==> src/aws_pkg.sv <==
// types and constants shared by the anagram window search block
`default_nettype none

package aws_pkg;

	localparam int LETTERS     = 26;
	localparam int LW          = 5;
	localparam int QUEUE_DEPTH = 2;

	typedef logic [1:0] kind_t;

	localparam kind_t KIND_CLEAR   = 2'd0;
	localparam kind_t KIND_PATTERN = 2'd1;
	localparam kind_t KIND_TEXT    = 2'd2;

	typedef enum logic [2:0] {
		OP_NONE,
		OP_CLEAR,
		OP_PATTERN,
		OP_TEXT_OPEN,
		OP_TEXT
	} op_code_t;

	typedef struct packed {
		kind_t         kind;
		logic [LW-1:0] letter;
	} item_t;

	typedef struct packed {
		logic match_here;
		logic found;
	} result_t;

	typedef struct packed {
		op_code_t      code;
		logic [LW-1:0] letter;
		logic          leave;
	} op_t;

	typedef struct packed {
		op_t           op;
		logic [LW-1:0] old_letter;
	} qent_t;

endpackage

`default_nettype wire

==> src/aws_stream_if.sv <==
// valid/ready stream interface carrying one beat of payload
`default_nettype none

interface aws_stream_if #(parameter type T = logic) ();
	logic valid;
	logic ready;
	T     data;

	modport source (output valid, output data, input ready);
	modport sink   (input valid, input data, output ready);
endinterface

`default_nettype wire

==> src/aws_front.sv <==
// front end: accepts beats, tracks pattern and ring state, reads the history ring
`default_nettype none

module aws_front #(
	parameter int MAX_PATTERN = 64
) (
	input  wire logic           clk,
	input  wire logic           arst_n,
	input  wire logic           in_valid,
	output logic                in_ready,
	input  wire aws_pkg::item_t in_data,
	output logic                push_valid,
	input  wire logic           push_ready,
	output aws_pkg::qent_t      push_data
);

	localparam int PW = $clog2(MAX_PATTERN + 1);
	localparam int RW = PW + 1;
	localparam int AW = (MAX_PATTERN > 1) ? $clog2(MAX_PATTERN) : 1;

	logic [aws_pkg::LW-1:0] ring_mem [MAX_PATTERN];

	logic [PW-1:0]          plen_q;
	logic [PW-1:0]          seen_q;
	logic [AW-1:0]          head_q;
	logic                   valid_s1;
	aws_pkg::op_t           op_s1;
	logic [aws_pkg::LW-1:0] old_s1;

	aws_pkg::op_t  op;
	logic          accept;
	logic          letter_ok;
	logic [RW-1:0] back_sum;
	logic [RW-1:0] back_slot;
	logic [AW-1:0] raddr;
	logic [AW-1:0] head_next;

	assign in_ready   = !valid_s1 || push_ready;
	assign accept     = in_valid && in_ready;
	assign push_valid = valid_s1;
	assign push_data  = '{op: op_s1, old_letter: old_s1};

	assign letter_ok = in_data.letter < aws_pkg::LW'(aws_pkg::LETTERS);

	always_comb begin
		op.code   = aws_pkg::OP_NONE;
		op.letter = in_data.letter;
		op.leave  = 1'b0;
		case (in_data.kind)
			aws_pkg::KIND_CLEAR: begin
				op.code = aws_pkg::OP_CLEAR;
			end
			aws_pkg::KIND_PATTERN: begin
				if (letter_ok && seen_q == '0 && plen_q < PW'(MAX_PATTERN)) begin
					op.code = aws_pkg::OP_PATTERN;
				end
			end
			aws_pkg::KIND_TEXT: begin
				if (letter_ok) begin
					if (plen_q == '0) begin
						op.code = aws_pkg::OP_TEXT_OPEN;
					end else begin
						op.code  = aws_pkg::OP_TEXT;
						op.leave = seen_q == plen_q;
					end
				end
			end
			default: begin
				op.code = aws_pkg::OP_NONE;
			end
		endcase
	end

	// slot of the letter pattern-length places back
	always_comb begin
		back_sum  = RW'(head_q) + RW'(MAX_PATTERN) - RW'(plen_q);
		back_slot = (back_sum >= RW'(MAX_PATTERN)) ? back_sum - RW'(MAX_PATTERN) : back_sum;
		raddr     = back_slot[AW-1:0];
		head_next = (head_q == AW'(MAX_PATTERN - 1)) ? '0 : head_q + 1'b1;
	end

	always_ff @(posedge clk or negedge arst_n) begin
		if (!arst_n) begin
			valid_s1 <= 1'b0;
			plen_q   <= '0;
			seen_q   <= '0;
			head_q   <= '0;
		end else begin
			if (in_ready) begin
				valid_s1 <= in_valid;
			end
			if (accept) begin
				case (op.code)
					aws_pkg::OP_CLEAR: begin
						plen_q <= '0;
						seen_q <= '0;
						head_q <= '0;
					end
					aws_pkg::OP_PATTERN: begin
						plen_q <= plen_q + 1'b1;
					end
					aws_pkg::OP_TEXT: begin
						head_q <= head_next;
						if (!op.leave) begin
							seen_q <= seen_q + 1'b1;
						end
					end
					default: begin
						plen_q <= plen_q;
					end
				endcase
			end
		end
	end

	// history ring, read before write on a shared slot
	always_ff @(posedge clk) begin
		if (accept) begin
			op_s1  <= op;
			old_s1 <= ring_mem[raddr];
			if (op.code == aws_pkg::OP_TEXT) begin
				ring_mem[head_q] <= in_data.letter;
			end
		end
	end

endmodule

`default_nettype wire

==> src/aws_queue.sv <==
// short queue between front and back end
`default_nettype none

module aws_queue #(
	parameter type T = logic
) (
	input  wire logic clk,
	input  wire logic arst_n,
	input  wire logic push_valid,
	output logic      push_ready,
	input  wire T     push_data,
	output logic      pop_valid,
	input  wire logic pop_ready,
	output T          pop_data
);

	localparam int QAW = $clog2(aws_pkg::QUEUE_DEPTH);

	T             entry_q [aws_pkg::QUEUE_DEPTH];
	logic [QAW-1:0] wptr_q;
	logic [QAW-1:0] rptr_q;
	logic [QAW:0]   count_q;

	logic push;
	logic pop;

	assign push_ready = count_q != (QAW + 1)'(aws_pkg::QUEUE_DEPTH);
	assign pop_valid  = count_q != '0;
	assign pop_data   = entry_q[rptr_q];
	assign push       = push_valid && push_ready;
	assign pop        = pop_valid && pop_ready;

	always_ff @(posedge clk or negedge arst_n) begin
		if (!arst_n) begin
			wptr_q  <= '0;
			rptr_q  <= '0;
			count_q <= '0;
		end else begin
			if (push) begin
				wptr_q <= (wptr_q == QAW'(aws_pkg::QUEUE_DEPTH - 1)) ? '0 : wptr_q + 1'b1;
			end
			if (pop) begin
				rptr_q <= (rptr_q == QAW'(aws_pkg::QUEUE_DEPTH - 1)) ? '0 : rptr_q + 1'b1;
			end
			if (push && !pop) begin
				count_q <= count_q + 1'b1;
			end else if (pop && !push) begin
				count_q <= count_q - 1'b1;
			end
		end
	end

	always_ff @(posedge clk) begin
		if (push) begin
			entry_q[wptr_q] <= push_data;
		end
	end

endmodule

`default_nettype wire

==> src/aws_back.sv <==
// back end: per-letter difference cells, found flag and result register
`default_nettype none

module aws_back #(
	parameter int MAX_PATTERN = 64
) (
	input  wire logic           clk,
	input  wire logic           arst_n,
	input  wire logic           pop_valid,
	output logic                pop_ready,
	input  wire aws_pkg::qent_t pop_data,
	output logic                res_valid,
	input  wire logic           res_ready,
	output aws_pkg::result_t    res_data
);

	localparam int DW = $clog2(MAX_PATTERN + 1) + 1;

	// window count minus pattern count, one cell per letter
	logic signed [DW-1:0] diff_q    [aws_pkg::LETTERS];
	logic signed [DW-1:0] diff_next [aws_pkg::LETTERS];
	logic [aws_pkg::LETTERS-1:0] nonzero;

	logic             found_q;
	logic             res_valid_q;
	aws_pkg::result_t res_q;

	logic take;
	logic is_text;
	logic is_pat;
	logic match;
	logic found_next;

	assign pop_ready = !res_valid_q || res_ready;
	assign take      = pop_valid && pop_ready;
	assign res_valid = res_valid_q;
	assign res_data  = res_q;

	assign is_text = pop_data.op.code == aws_pkg::OP_TEXT;
	assign is_pat  = pop_data.op.code == aws_pkg::OP_PATTERN;

	always_comb begin
		logic inc;
		logic dec;
		for (int k = 0; k < aws_pkg::LETTERS; k++) begin
			inc = is_text && pop_data.op.letter == aws_pkg::LW'(k);
			dec = (is_text && pop_data.op.leave && pop_data.old_letter == aws_pkg::LW'(k))
				|| (is_pat && pop_data.op.letter == aws_pkg::LW'(k));
			diff_next[k] = diff_q[k] + DW'(inc) - DW'(dec);
			nonzero[k]   = diff_next[k] != '0;
		end
	end

	always_comb begin
		unique case (pop_data.op.code)
			aws_pkg::OP_TEXT:      match = ~|nonzero;
			aws_pkg::OP_TEXT_OPEN: match = 1'b1;
			default:               match = 1'b0;
		endcase
		found_next = (pop_data.op.code == aws_pkg::OP_CLEAR) ? 1'b0 : (found_q | match);
	end

	always_ff @(posedge clk or negedge arst_n) begin
		if (!arst_n) begin
			res_valid_q <= 1'b0;
			found_q     <= 1'b0;
			for (int k = 0; k < aws_pkg::LETTERS; k++) begin
				diff_q[k] <= '0;
			end
		end else begin
			if (pop_ready) begin
				res_valid_q <= pop_valid;
			end
			if (take) begin
				found_q <= found_next;
				for (int k = 0; k < aws_pkg::LETTERS; k++) begin
					diff_q[k] <= (pop_data.op.code == aws_pkg::OP_CLEAR) ? '0 : diff_next[k];
				end
			end
		end
	end

	always_ff @(posedge clk) begin
		if (take) begin
			res_q <= '{match_here: match, found: found_next};
		end
	end

endmodule

`default_nettype wire

==> src/anagram_window_search.sv <==
// each item goes through the front register, the queue and then the result register
// throughput: one item per cycle sustained, with stalls absorbed by a two-entry queue
// the rate is set by the history ring's one read and one write port in the front end
// and the per-letter difference cells, updated and registered together in the back end
// arst_n clears control state, diff cells and the found flag; the ring is not cleared
`default_nettype none

module anagram_window_search #(
	parameter int MAX_PATTERN = 64
) (
	input  wire logic     clk,
	input  wire logic     arst_n,
	aws_stream_if.sink    item,
	aws_stream_if.source  result
);

	logic           q_push_valid;
	logic           q_push_ready;
	aws_pkg::qent_t q_push_data;
	logic           q_pop_valid;
	logic           q_pop_ready;
	aws_pkg::qent_t q_pop_data;

	aws_front #(
		.MAX_PATTERN (MAX_PATTERN)
	) u_front (
		.clk        (clk),
		.arst_n     (arst_n),
		.in_valid   (item.valid),
		.in_ready   (item.ready),
		.in_data    (item.data),
		.push_valid (q_push_valid),
		.push_ready (q_push_ready),
		.push_data  (q_push_data)
	);

	aws_queue #(
		.T (aws_pkg::qent_t)
	) u_queue (
		.clk        (clk),
		.arst_n     (arst_n),
		.push_valid (q_push_valid),
		.push_ready (q_push_ready),
		.push_data  (q_push_data),
		.pop_valid  (q_pop_valid),
		.pop_ready  (q_pop_ready),
		.pop_data   (q_pop_data)
	);

	aws_back #(
		.MAX_PATTERN (MAX_PATTERN)
	) u_back (
		.clk       (clk),
		.arst_n    (arst_n),
		.pop_valid (q_pop_valid),
		.pop_ready (q_pop_ready),
		.pop_data  (q_pop_data),
		.res_valid (result.valid),
		.res_ready (result.ready),
		.res_data  (result.data)
	);

endmodule

`default_nettype wire

==> src/flat_wrapper.sv <==
// flat-port wrapper written by rule: the top's interface ports become plain ports
module anagram_window_search_flat 
#(
	parameter int MAX_PATTERN = 64
)
  (clk, arst_n, item_valid, item_data, item_ready, result_valid, result_data, result_ready);
  aws_stream_if item_i ();
  aws_stream_if result_i ();
  input  wire logic clk;
  input  wire logic arst_n;
  input wire logic [$bits(item_i.valid)-1:0] item_valid;
  input wire logic [$bits(item_i.data)-1:0] item_data;
  output wire logic [$bits(item_i.ready)-1:0] item_ready;
  output wire logic [$bits(result_i.valid)-1:0] result_valid;
  output wire logic [$bits(result_i.data)-1:0] result_data;
  input wire logic [$bits(result_i.ready)-1:0] result_ready;
  assign item_i.valid = item_valid;
  assign item_i.data = item_data;
  assign item_ready = item_i.ready;
  assign result_valid = result_i.valid;
  assign result_data = result_i.data;
  assign result_i.ready = result_ready;
  anagram_window_search #(.MAX_PATTERN(MAX_PATTERN)) u_core (.clk(clk), .arst_n(arst_n), .item(item_i), .result(result_i));
endmodule
==> config.mk <==
export PLATFORM = sky130hd
export DESIGN_NAME = anagram_window_search_flat
export DESIGN_NICKNAME = d
export VERILOG_FILES = /design/src/aws_pkg.sv /design/src/aws_stream_if.sv /design/src/aws_front.sv /design/src/aws_queue.sv /design/src/aws_back.sv /design/src/anagram_window_search.sv /design/src/flat_wrapper.sv
export SDC_FILE = /design/constraint.sdc
export NUM_CORES = 1
export LEC_CHECK = 0
export BUFFER_PORTS_ARGS = -buffer_cell sky130_fd_sc_hd__buf_2
export CAP_MARGIN = 40
export CORE_MARGIN = 4
export CORE_UTILIZATION = 40
export CTS_BUF_LIST = sky130_fd_sc_hd__clkbuf_8
export DETAILED_ROUTE_END_ITERATION = 10
export SYNTH_ARGS = -nofsm -noshare
export SYNTH_HDL_FRONTEND = slang
export SYNTH_HIERARCHICAL = 1
export SYNTH_SLANG_ARGS = --single-unit
==> constraint.sdc <==
create_clock -name clk -period 6.3 [get_ports clk]
set_input_delay 0.945 -clock clk [delete_from_list [all_inputs] [get_ports clk]]
set_output_delay 0.945 -clock clk [all_outputs]
set_load 0.005 [all_outputs]
==> results.md, run 1 <==
* First-pass GRT wire length at 130000 um
* Setup-failing EPs final at 0
* Hold violation total from the final report at 0
* # DRC at 0
* Max-slew headroom at 0.354
* CP required at roughly 6.9 ns
* Port buffer count at 7
* Critical path class: flop to flop
* Worst r2r dst: u_core/u_back/res_data[0]$_DFFE_PP_
* # IOs at 8
* Post-route ant nets at 0
* Fin Clk Skew at ~0.042 ns
* Synth-to-layout area growth at 12.9%
* Die ar. at approximately 86000 sq um
* Mean post-synth cell area at 11.1 sq um
* Fillcell total at between 7000 and 8000
* Clock Pin Slew Worst Setup and Hold Paths at roughly 0.060 ns
* Worst-margin pin slew at a little under 1 ns
* CTS Buf Count at 100
* Fin. max-slew vios at 0
* Via/cell ratio at 5.19
* Worst Hold Class: input port to asynchronous set/reset pin
* Core area at 80700 sq um
* Max Cap Viol at 0
* Final setup TNS at 0 ns
* Vias in the first global route at 22500
* Via count at between 20000 and 25000
* Nature of the critical path endpoint: flop
* Clk sinks at ~600
* Post-DR wirelength/cell at ~19 um
* Critical Path Fanout Max at 5
* Crit path arrival time at about 6.3 ns
* DR iter-0 viols at around 1700
* RSZ-0062 raised after global routing: false
* R2r setup slk at ~0.56 ns
* Row count at between 100 and 150
* Largest net degree at the start of global routing at about 180
* Setup bufs post-CTS at 0
* Worst setup path start: u_core/u_queue/rptr_q$_DFFE_PN0P_
* Chip Width at ~290 um
* GR Overflow Total at 0
* Share of cells above drive strength 1 at 0.0797
* Yosys warning count at 6
* Final Routed Wirelength at between 80000 and 90000 um
* Final HPWL from detailed placement at about 58000 um
* Initial antenna violation count at 1
* Post-synthesis cell count at 2939
* Reg2reg path depth at 20
* Crit start category: flop
* Min cycle time layout at about 5.7 ns
* Nets@finish at 3502
* Root buf cell: clkbuf_8
* Max Fclk at around 170 MHz
* RR Startpoint: u_core/u_queue/rptr_q$_DFFE_PN0P_
* Initial Util at 0.405
* Post-cts resize count at 0
* Total GRT Usage at 0.193
* Status: completed
* Max Root-Sink Buffers at 3
* Most frequent cells in the layout: 363 x edfxtp_1, 322 x nand2_1, 307 x inv_1
* Netlist Area Pre-Place at between 30000 and 40000 sq um
* Final GP Congestion at approximately 0.92
* Clk Latency, worst-skew pair at 0.74 ns
* Crit share post-route at 0.910
* Critical Path End: u_core/u_back/res_data[0]$_DFFE_PP_
* Commonest non-fill, non-tap cell in the layout: edfxtp_1
* Drt first pass iters at 7
* Hold buffers post-CTS at 0
* H-tree depth at 3
* CTS tree: built
* Chip height at just under 300 um
-- worst min-delay path by stage --
stage,from,endpoint,slack [ns]
floorplan,u_core/u_front/old_s1[0]$_DFFE_PP_,u_core/u_queue/entry_q[0][0]$_DFFE_PP_,0.42
global placement,u_core/u_front/push_data[8]$_DFFE_PP_,u_core/u_queue/entry_q[0][8]$_DFFE_PP_,0.42
detailed placement,u_core/u_front/push_data[5]$_DFFE_PP_,u_core/u_queue/entry_q[1][5]$_DFFE_PP_,0.43
CTS,arst_n,u_core/u_back/diff_q[143]$_DFFE_PN0P_,0.23
global route,arst_n,u_core/u_back/diff_q[143]$_DFFE_PN0P_,0.26
finish,arst_n,u_core/u_back/diff_q[143]$_DFFE_PN0P_,0.21
-- critical path, cell delays in order, from the launching register on --
cell and delay [ns]:
dfrtp_1 0.42, mux2_2 0.42, nor3b_1 0.49, nand2_1 0.18
or3_1 0.46, inv_1 0.10, nand2_1 0.10, o22ai_1 0.37
ha_1 0.30, inv_1 0.05, ha_1 0.18, fa_1 0.48
nor4_1 0.38, and4_1 0.25, nand4_1 0.16, a211oi_1 0.31
nand4_1 0.14, nor3_1 0.21, and4_1 0.27, a41oi_1 0.15
a21oi_1 0.16
-- metrics by stage --
stage | hold slack (ns) | utilization | area (sq um) | worst slack (ns) | std cells
after floorplan | 0.421 | - | 33700 | 1.27 | 3212
after global placement | 0.424 | 0.433 | 34900 | 0.738 | 4206
after detailed placement | 0.432 | 0.433 | 35000 | 0.698 | 4209
after CTS | 0.231 | 0.457 | 36900 | 0.632 | 4387
after global routing | 0.259 | 0.457 | 36900 | 0.292 | 4388
final | 0.211 | 0.457 | 36900 | 0.565 | 4388
-- flip-flops by register name, summed over array words and instances (netlist names) --
signal and flops:
u_core/u_front/old_s1 5, u_core/u_back/diff_q 208, u_core/u_back/res_data 1, u_core/u_queue/entry_q 28
u_core/u_queue/wptr_q 1, u_core/u_back/res_valid 1, u_core/u_front/ring_mem 320, u_core/u_front/seen_q 7
u_core/u_queue/count_q 2, u_core/u_queue/rptr_q 1, u_core/u_front/push_data 9, u_core/u_front/plen_q 7
u_core/u_back/found_q 1, u_core/u_front/push_valid 1, u_core/u_front/head_q 6
-- layer usage --
layer	up-vias	global-route usage	wire length, um
met5	-	0	0
met4	0	0.0669	2690
met3	148	0.0308	4020
met2	570	0.321	39600
met1	11000	0.258	36100
li1	11100	-	-
-- area by class of cell --
cell class | count | area [sq um] | share of cell area
Multi-Input combinational cell | 2256 | 15600 | 0.423
Timing Repair Buffer | 38 | 312 | 0.00845
Tap cell | 1060 | 1330 | 0.0360
Clock inverter | 69 | 395 | 0.0107
Sequential cell | 598 | 16800 | 0.455
Antenna cell | 1 | 2.50 | 0.0000679
Clock buffer | 109 | 1500 | 0.0407
Inverter | 257 | 967 | 0.0262
Power of run 1 is not shown: default switching activity piles up to over one toggle a cycle in this logic, so the estimate is an artifact.
==> run 2, diff against run 1 <==
- RECOVER_POWER: default -> 100
==> results.md, run 2 (synthesis gave the netlist of run 1 again) <==
* Final Cell Area at 36800 sq um (-0.20%)
* WHS Endpoint: u_core/u_front/push_valid$_DFFE_PN0N_
* GR Overflow Total at 0 (unchanged)
* CTS tree: built
* Commonest non-fill, non-tap cell in the layout: edfxtp_1
* Worst Hold Class: input port to flop
* Largest register by flop count: u_core/u_front/ring_mem
* # IOs at 8 (unchanged)
* Max Root-Sink Buffers at 3 (unchanged)
* Max reg flops at 320 (unchanged)
* Setup bufs post-CTS at 0 (unchanged)
* CTS Buf Count at 100 (unchanged)
* FF/Latch Area at 16800 sq um (unchanged)
* Chip Width at 294 um (unchanged)
* # DRC at 0 (unchanged)
* Crit start category: flop
* Min cycle time layout at 5.83 ns (+0.0961 ns)
* Max Fclk at 171 MHz (-1.6%)
* Fillcell total at 7514 (+0.19%)
* Cell depth of the worst hold path at 2
* Worst r2r dst: u_core/u_back/res_data[0]$_DFFE_PP_
* Multi-input gate area at 15500 sq um (-0.24%)
* First-pass GRT wire length at 130000 um (unchanged)
* Hold Path Origin: item_valid
* Worst-margin pin slew at 4.98 ns (+4.01 ns)
* Max Cap Viol at 4 (+4)
* RSZ-0062 raised after global routing: false
* Clk sinks at 598 (unchanged)
* Placed Area at 35000 sq um (unchanged)
* Hold buffers post-CTS at 0 (unchanged)
* Via count at 22800 (+0.10%)
* Vias in the first global route at 22500 (unchanged)
* Critical Path Fanout Max at 5 (unchanged)
* Root buf cell: clkbuf_8
* Nets@finish at 3502 (unchanged)
* Final Routed Wirelength at 82500 um (+0.12%)
* Setup-failing EPs final at 0 (unchanged)
* Final GP Congestion at 0.917 (unchanged)
* Final setup TNS at 0 ns (unchanged)
* GR Util met1 at 0.258 (unchanged)
* Initial Util at 0.405 (unchanged)
* Met3 Track Usage GR at 0.0308 (unchanged)
* Total GRT Usage at 0.193 (unchanged)
* Port buffer count at 7 (unchanged)
* Drt first pass iters at 7 (unchanged)
* Failing checks: capacitance limit, slew limit
* Chip height at 294 um (unchanged)
* CP required at 6.89 ns (about the same)
* Hold violation total from the final report at 0 (unchanged)
* Final HPWL from detailed placement at 58200 um (unchanged)
* Core area at 80700 sq um (unchanged)
* GRT Max-Usage Layer: met2
* Clock Pin Slew Worst Setup and Hold Paths at 0.06 ns (about the same)
* Largest net degree at the start of global routing at 178 (unchanged)
* DR iter-0 viols at 1634 (-2.6%)
* Most frequent cells in the layout: 363 x edfxtp_1, 323 x nand2_1, 307 x inv_1
* Nature of the critical path endpoint: flop
* Post-DR wirelength/cell at 18.8 um (+0.12%)
* R2r setup slk at 0.47 ns (-0.10 ns)
* Status: finished, violations left
* Share of cells above drive strength 1 at 0.0751 (-0.00451)
* Die ar. at 86200 sq um (unchanged)
* Initial antenna violation count at 1 (unchanged)
* Synth-to-layout area growth at 12.7%
* Crit share post-route at 0.926 (+0.0152)
* RR Startpoint: u_core/u_queue/rptr_q$_DFFE_PN0P_
* Row count at 104 (unchanged)
* Via/cell ratio at 5.19 (+0.10%)
* Final Hold Slack at 0.433 ns (+0.222 ns)
* Max-slew headroom at -2.32 (-2.67)
* Crit path arrival time at 6.42 ns (+0.09 ns)
* Critical path class: flop to flop
* H-tree depth at 3 (unchanged)
* Post-route ant nets at 0 (unchanged)
* Fin Clk Skew at 0.0423 ns (+0.000748 ns)
* Post-cts resize count at 0 (unchanged)
* Reg2reg path depth at 20 (unchanged)
* Fin. max-slew vios at 330 (+330)
* Biggest regs: u_core/u_front/ring_mem x320, u_core/u_back/diff_q x208, u_core/u_queue/entry_q x28
* Met2 global-route usage at 0.321 (unchanged)
* Clk Latency, worst-skew pair at 0.74 ns (about the same)
==> run 2: cell types whose count changed in the layout (fill, tap and decap cells not counted), moves of 2 or more <==
cell / change
mux2_2: -2
or2_0: +2
clkbuf_2: +2
buf_4: -4
mux2_1: +2
clkbuf_1: +4
==> run 2: layer usage <==
| metal | share of wire | up-vias | wire (um) |
|---|---|---|---|
| met5 | 0 | - | 0 |
| met4 | 0.034 | 0 | 2780 |
| met3 | 0.047 | 149 | 3850 |
| met2 | 0.48 | 580 | 39500 |
| met1 | 0.44 | 11000 | 36400 |
| li1 | - | 11100 | - |
==> run 2: final cells by class <==
type	count	area share
sequential	598	0.456
multi-input combinational	2256	0.422
clock buffer	109	0.0408
tap	1060	0.0361
clock inverter	69	0.0107
inverter	257	0.0263
antenna	1	0.0000680
timing repair buffer	38	0.00752
==> run 2: how the worst max path moves through the flow <==
stage	start	to	slack, ns	cells after the start
after detailed placement	u_core/u_queue/rptr_q$_DFFE_PN0P_	u_core/u_back/res_data[0]$_DFFE_PP_	0.70	20
after floorplan	u_core/u_queue/rptr_q$_DFFE_PN0P_	u_core/u_back/res_data[0]$_DFFE_PP_	1.27	19
final	u_core/u_queue/rptr_q$_DFFE_PN0P_	u_core/u_back/res_data[0]$_DFFE_PP_	0.47	20
after global placement	u_core/u_queue/rptr_q$_DFFE_PN0P_	u_core/u_back/res_data[0]$_DFFE_PP_	0.74	20
after CTS	u_core/u_queue/rptr_q$_DFFE_PN0P_	u_core/u_back/res_data[0]$_DFFE_PP_	0.63	20
after global routing	u_core/u_queue/rptr_q$_DFFE_PN0P_	u_core/u_back/res_data[0]$_DFFE_PP_	0.23	20
==> run 2: critical path, stage by stage (launching register included) <==
cell and delay [ns]:
dfrtp_1 0.42, mux2_1 0.44, nor3b_1 0.50, nand2_1 0.18, or3_1 0.46, inv_1 0.09
nand2_1 0.10, o22ai_1 0.21, ha_1 0.17, inv_1 0.04, ha_1 0.20, fa_1 0.42
xor2_1 0.19, nor4_1 0.44, nand4_1 0.20, nor4_1 0.31, nand4_1 0.12, or4_1 0.55
nor4_1 0.27, a41oi_1 0.18, a21oi_1 0.18
==> run 2: metrics by stage <==
stage	std cells	util	worst slack (ns)
final	4388	0.456	0.469
after global routing	4388	0.456	0.229
after floorplan	3212	-	1.27
after detailed placement	4209	0.433	0.698
after global placement	4206	0.433	0.738
after CTS	4387	0.457	0.632
Power of run 2 is left out for the same reason.
==> run 3, diff against run 2 <==
- BUFFER_PORTS_ARGS: -buffer_cell sky130_fd_sc_hd__buf_2 -> -buffer_cell sky130_fd_sc_hd__clkbuf_2
==> results.md, run 3 (synthesis gave the netlist of run 1 again) <==
* Status: finished, violations left
* Failing checks: capacitance limit, slew limit
* Clock Pin Slew Worst Setup and Hold Paths at 0.07 ns (about the same)
* Post-layout util at 0.457 (+0.000590)
* Row count at 104 (unchanged)
* Final GP Congestion at 0.917 (about the same)
* Worst path cell trace: mux2_1 > nor3b_1 > nand2_1 > nor2_1 > nand3_1 > o22ai_1 > ha_1 > inv_1 > ha_1 > fa_1 > nor4_1 > and4_1 > nand4_1 > a211oi_1 > nand4_1 > nor3_1 > and4_1 > a41oi_1 > a21oi_1
* GR Overflow Total at 0 (unchanged)
* Biggest regs: u_core/u_front/ring_mem x320, u_core/u_back/diff_q x208, u_core/u_queue/entry_q x28
* Post-DR wirelength/cell at 18.8 um (+0.12%)
* Fin Clk Skew at 0.0424 ns (+0.0000563 ns)
* Crit path arrival time at 6.18 ns (-0.24 ns)
* Placed Area at 35000 sq um (+0.18%)
* Buffers & Inverters on Critical Path at 1 (-1)
* FF/Latch Area at 16800 sq um (unchanged)
* Clk sinks at 598 (unchanged)
* Final Routed Wirelength at 82700 um (+0.32%)
* Root buf cell: clkbuf_8
* # IOs at 8 (unchanged)
* Fin. max-slew vios at 357 (+8.2%)
* CP delay by family, top: simple AND/OR/NAND/NOR gates
* Crit start category: flop
* Critical path class: flop to flop
* Crit share post-route at 0.889 (-0.0367)
* Max reg flops at 320 (unchanged)
* RSZ-0062 raised after global routing: false
* Initial Util at 0.405 (unchanged)
* Largest net degree at the start of global routing at 122 (-31%)
* Min cycle time layout at 5.60 ns (-0.231 ns)
* First-pass GRT wire length at 130000 um (+0.21%)
* Chip height at 294 um (unchanged)
* Final setup TNS at 0 ns (unchanged)
* Final non-filler cell total at 4397 (+0.21%)
* Multi-input gate area at 15500 sq um (about the same)
* CTS tree: built
* Die ar. at 86200 sq um (unchanged)
* Placed Instances at 4213 (+0.095%)
* Worst Hold Class: flop to flop
* Clk Latency, worst-skew pair at 0.73 ns (about the same)
* Nets@finish at 3508 (+0.17%)
* Final HPWL from detailed placement at 59200 um (+1.7%)
* Post-cts resize count at 0 (unchanged)
* CP required at 6.88 ns (about the same)
* Drt first pass iters at 6 (-1)
* Post-route ant nets at 0 (unchanged)
* Worst-margin pin slew at 3.35 ns (-1.63 ns)
* Max-slew headroom at -1.24 (+1.09)
* Max Fclk at 179 MHz (+4.1%)
* Setup bufs post-CTS at 0 (unchanged)
* Initial antenna violation count at 2 (+1)
* Most frequent cells in the layout: 363 x edfxtp_1, 324 x nand2_1, 297 x inv_1
* Max Root-Sink Buffers at 3 (unchanged)
* # DRC at 0 (unchanged)
* Vias in the first global route at 22500 (+0.031%)
* CTS Buf Count at 102 (+2.0%)
* Total GRT Usage at 0.193 (+0.000801)
* Chip Width at 294 um (unchanged)
* H-tree depth at 3 (unchanged)
* Port buffer count at 7 (unchanged)
* Core area at 80700 sq um (unchanged)
* Setup-failing EPs final at 0 (unchanged)
* CP max stage delay at 0.64 ns (+0.09 ns)
* Via/cell ratio at 5.18 (-0.24%)
* Hold violation total from the final report at 0 (unchanged)
* Synth-to-layout area growth at 12.8%
* Largest register by flop count: u_core/u_front/ring_mem
* Final Cell Area at 36800 sq um (+0.13%)
* DR iter-0 viols at 1517 (-7.2%)
* Nature of the critical path endpoint: flop
* Commonest non-fill, non-tap cell in the layout: edfxtp_1
* Max Cap Viol at 6 (+2)
* Share of cells above drive strength 1 at 0.0761 (+0.000996)
* Hold buffers post-CTS at 0 (unchanged)
* Fillcell total at 7602 (+1.2%)
* Crit path max-delay cell type: nor4_1
* Via count at 22800 (-0.031%)
* Critical Path Fanout Max at 5 (unchanged)
[run 3: per-layer routing]
| metal | wire length (um) | global-route usage | vias up |
|---|---|---|---|
| li1 | - | - | 11100 |
| met1 | 36400 | 0.257 | 11000 |
| met2 | 39500 | 0.323 | 505 |
| met3 | 3680 | 0.0275 | 149 |
| met4 | 3110 | 0.0754 | 0 |
| met5 | 0 | 0 | - |
[run 3: metrics by stage]
stage / hold WS, ns / worst slack [ns]
final: 0.436 / 0.700
after global routing: 0.422 / 0.327
after CTS: 0.339 / 0.777
after detailed placement: 0.430 / 0.842
after global placement: 0.421 / 0.884
after floorplan: 0.421 / 1.27
[run 3: worst register-to-register path, delay by kind of cell (launching register included)]
kind | cells | cell delay, ns
adders and majority gates | 3 | 0.97
muxes | 1 | 0.44
AOI/OAI and AO/OA | 4 | 0.93
and+or+nand+nor | 10 | 2.66
DFF | 1 | 0.42
buffers and inverters | 1 | 0.06
[run 3: final cells by class]
type / count / share of cell area
inverter: 257 / 0.0262
timing repair buffer: 42 / 0.00842
multi-input combinational: 2256 / 0.422
clock inverter: 74 / 0.0111
tap: 1060 / 0.0360
clock buffer: 109 / 0.0407
sequential: 598 / 0.456
antenna: 1 / 0.0000679
[run 3: path summary, 6_finish.rpt]
| path | startpoint | to | slack (ns) | cells past startpoint |
|---|---|---|---|---|
| min in group asynchronous | arst_n | u_core/u_back/diff_q[175]$_DFFE_PN0P_ | 1.22 | 1 |
| worst min register to register | u_core/u_front/push_data[6]$_DFFE_PP_ | u_core/u_queue/entry_q[0][6]$_DFFE_PP_ | 0.44 | 0 |
| worst max register to register | u_core/u_queue/rptr_q$_DFFE_PN0P_ | u_core/u_back/res_data[0]$_DFFE_PP_ | 0.70 | 19 |
| max in group asynchronous | arst_n | u_core/u_back/diff_q[111]$_DFFE_PN0P_ | 1.99 | 3 |
| worst min-delay path | u_core/u_front/push_data[6]$_DFFE_PP_ | u_core/u_queue/entry_q[0][6]$_DFFE_PP_ | 0.44 | 0 |
| worst max-delay path | u_core/u_queue/rptr_q$_DFFE_PN0P_ | u_core/u_back/res_data[0]$_DFFE_PP_ | 0.70 | 19 |
Power of run 3 is left out for the same reason.
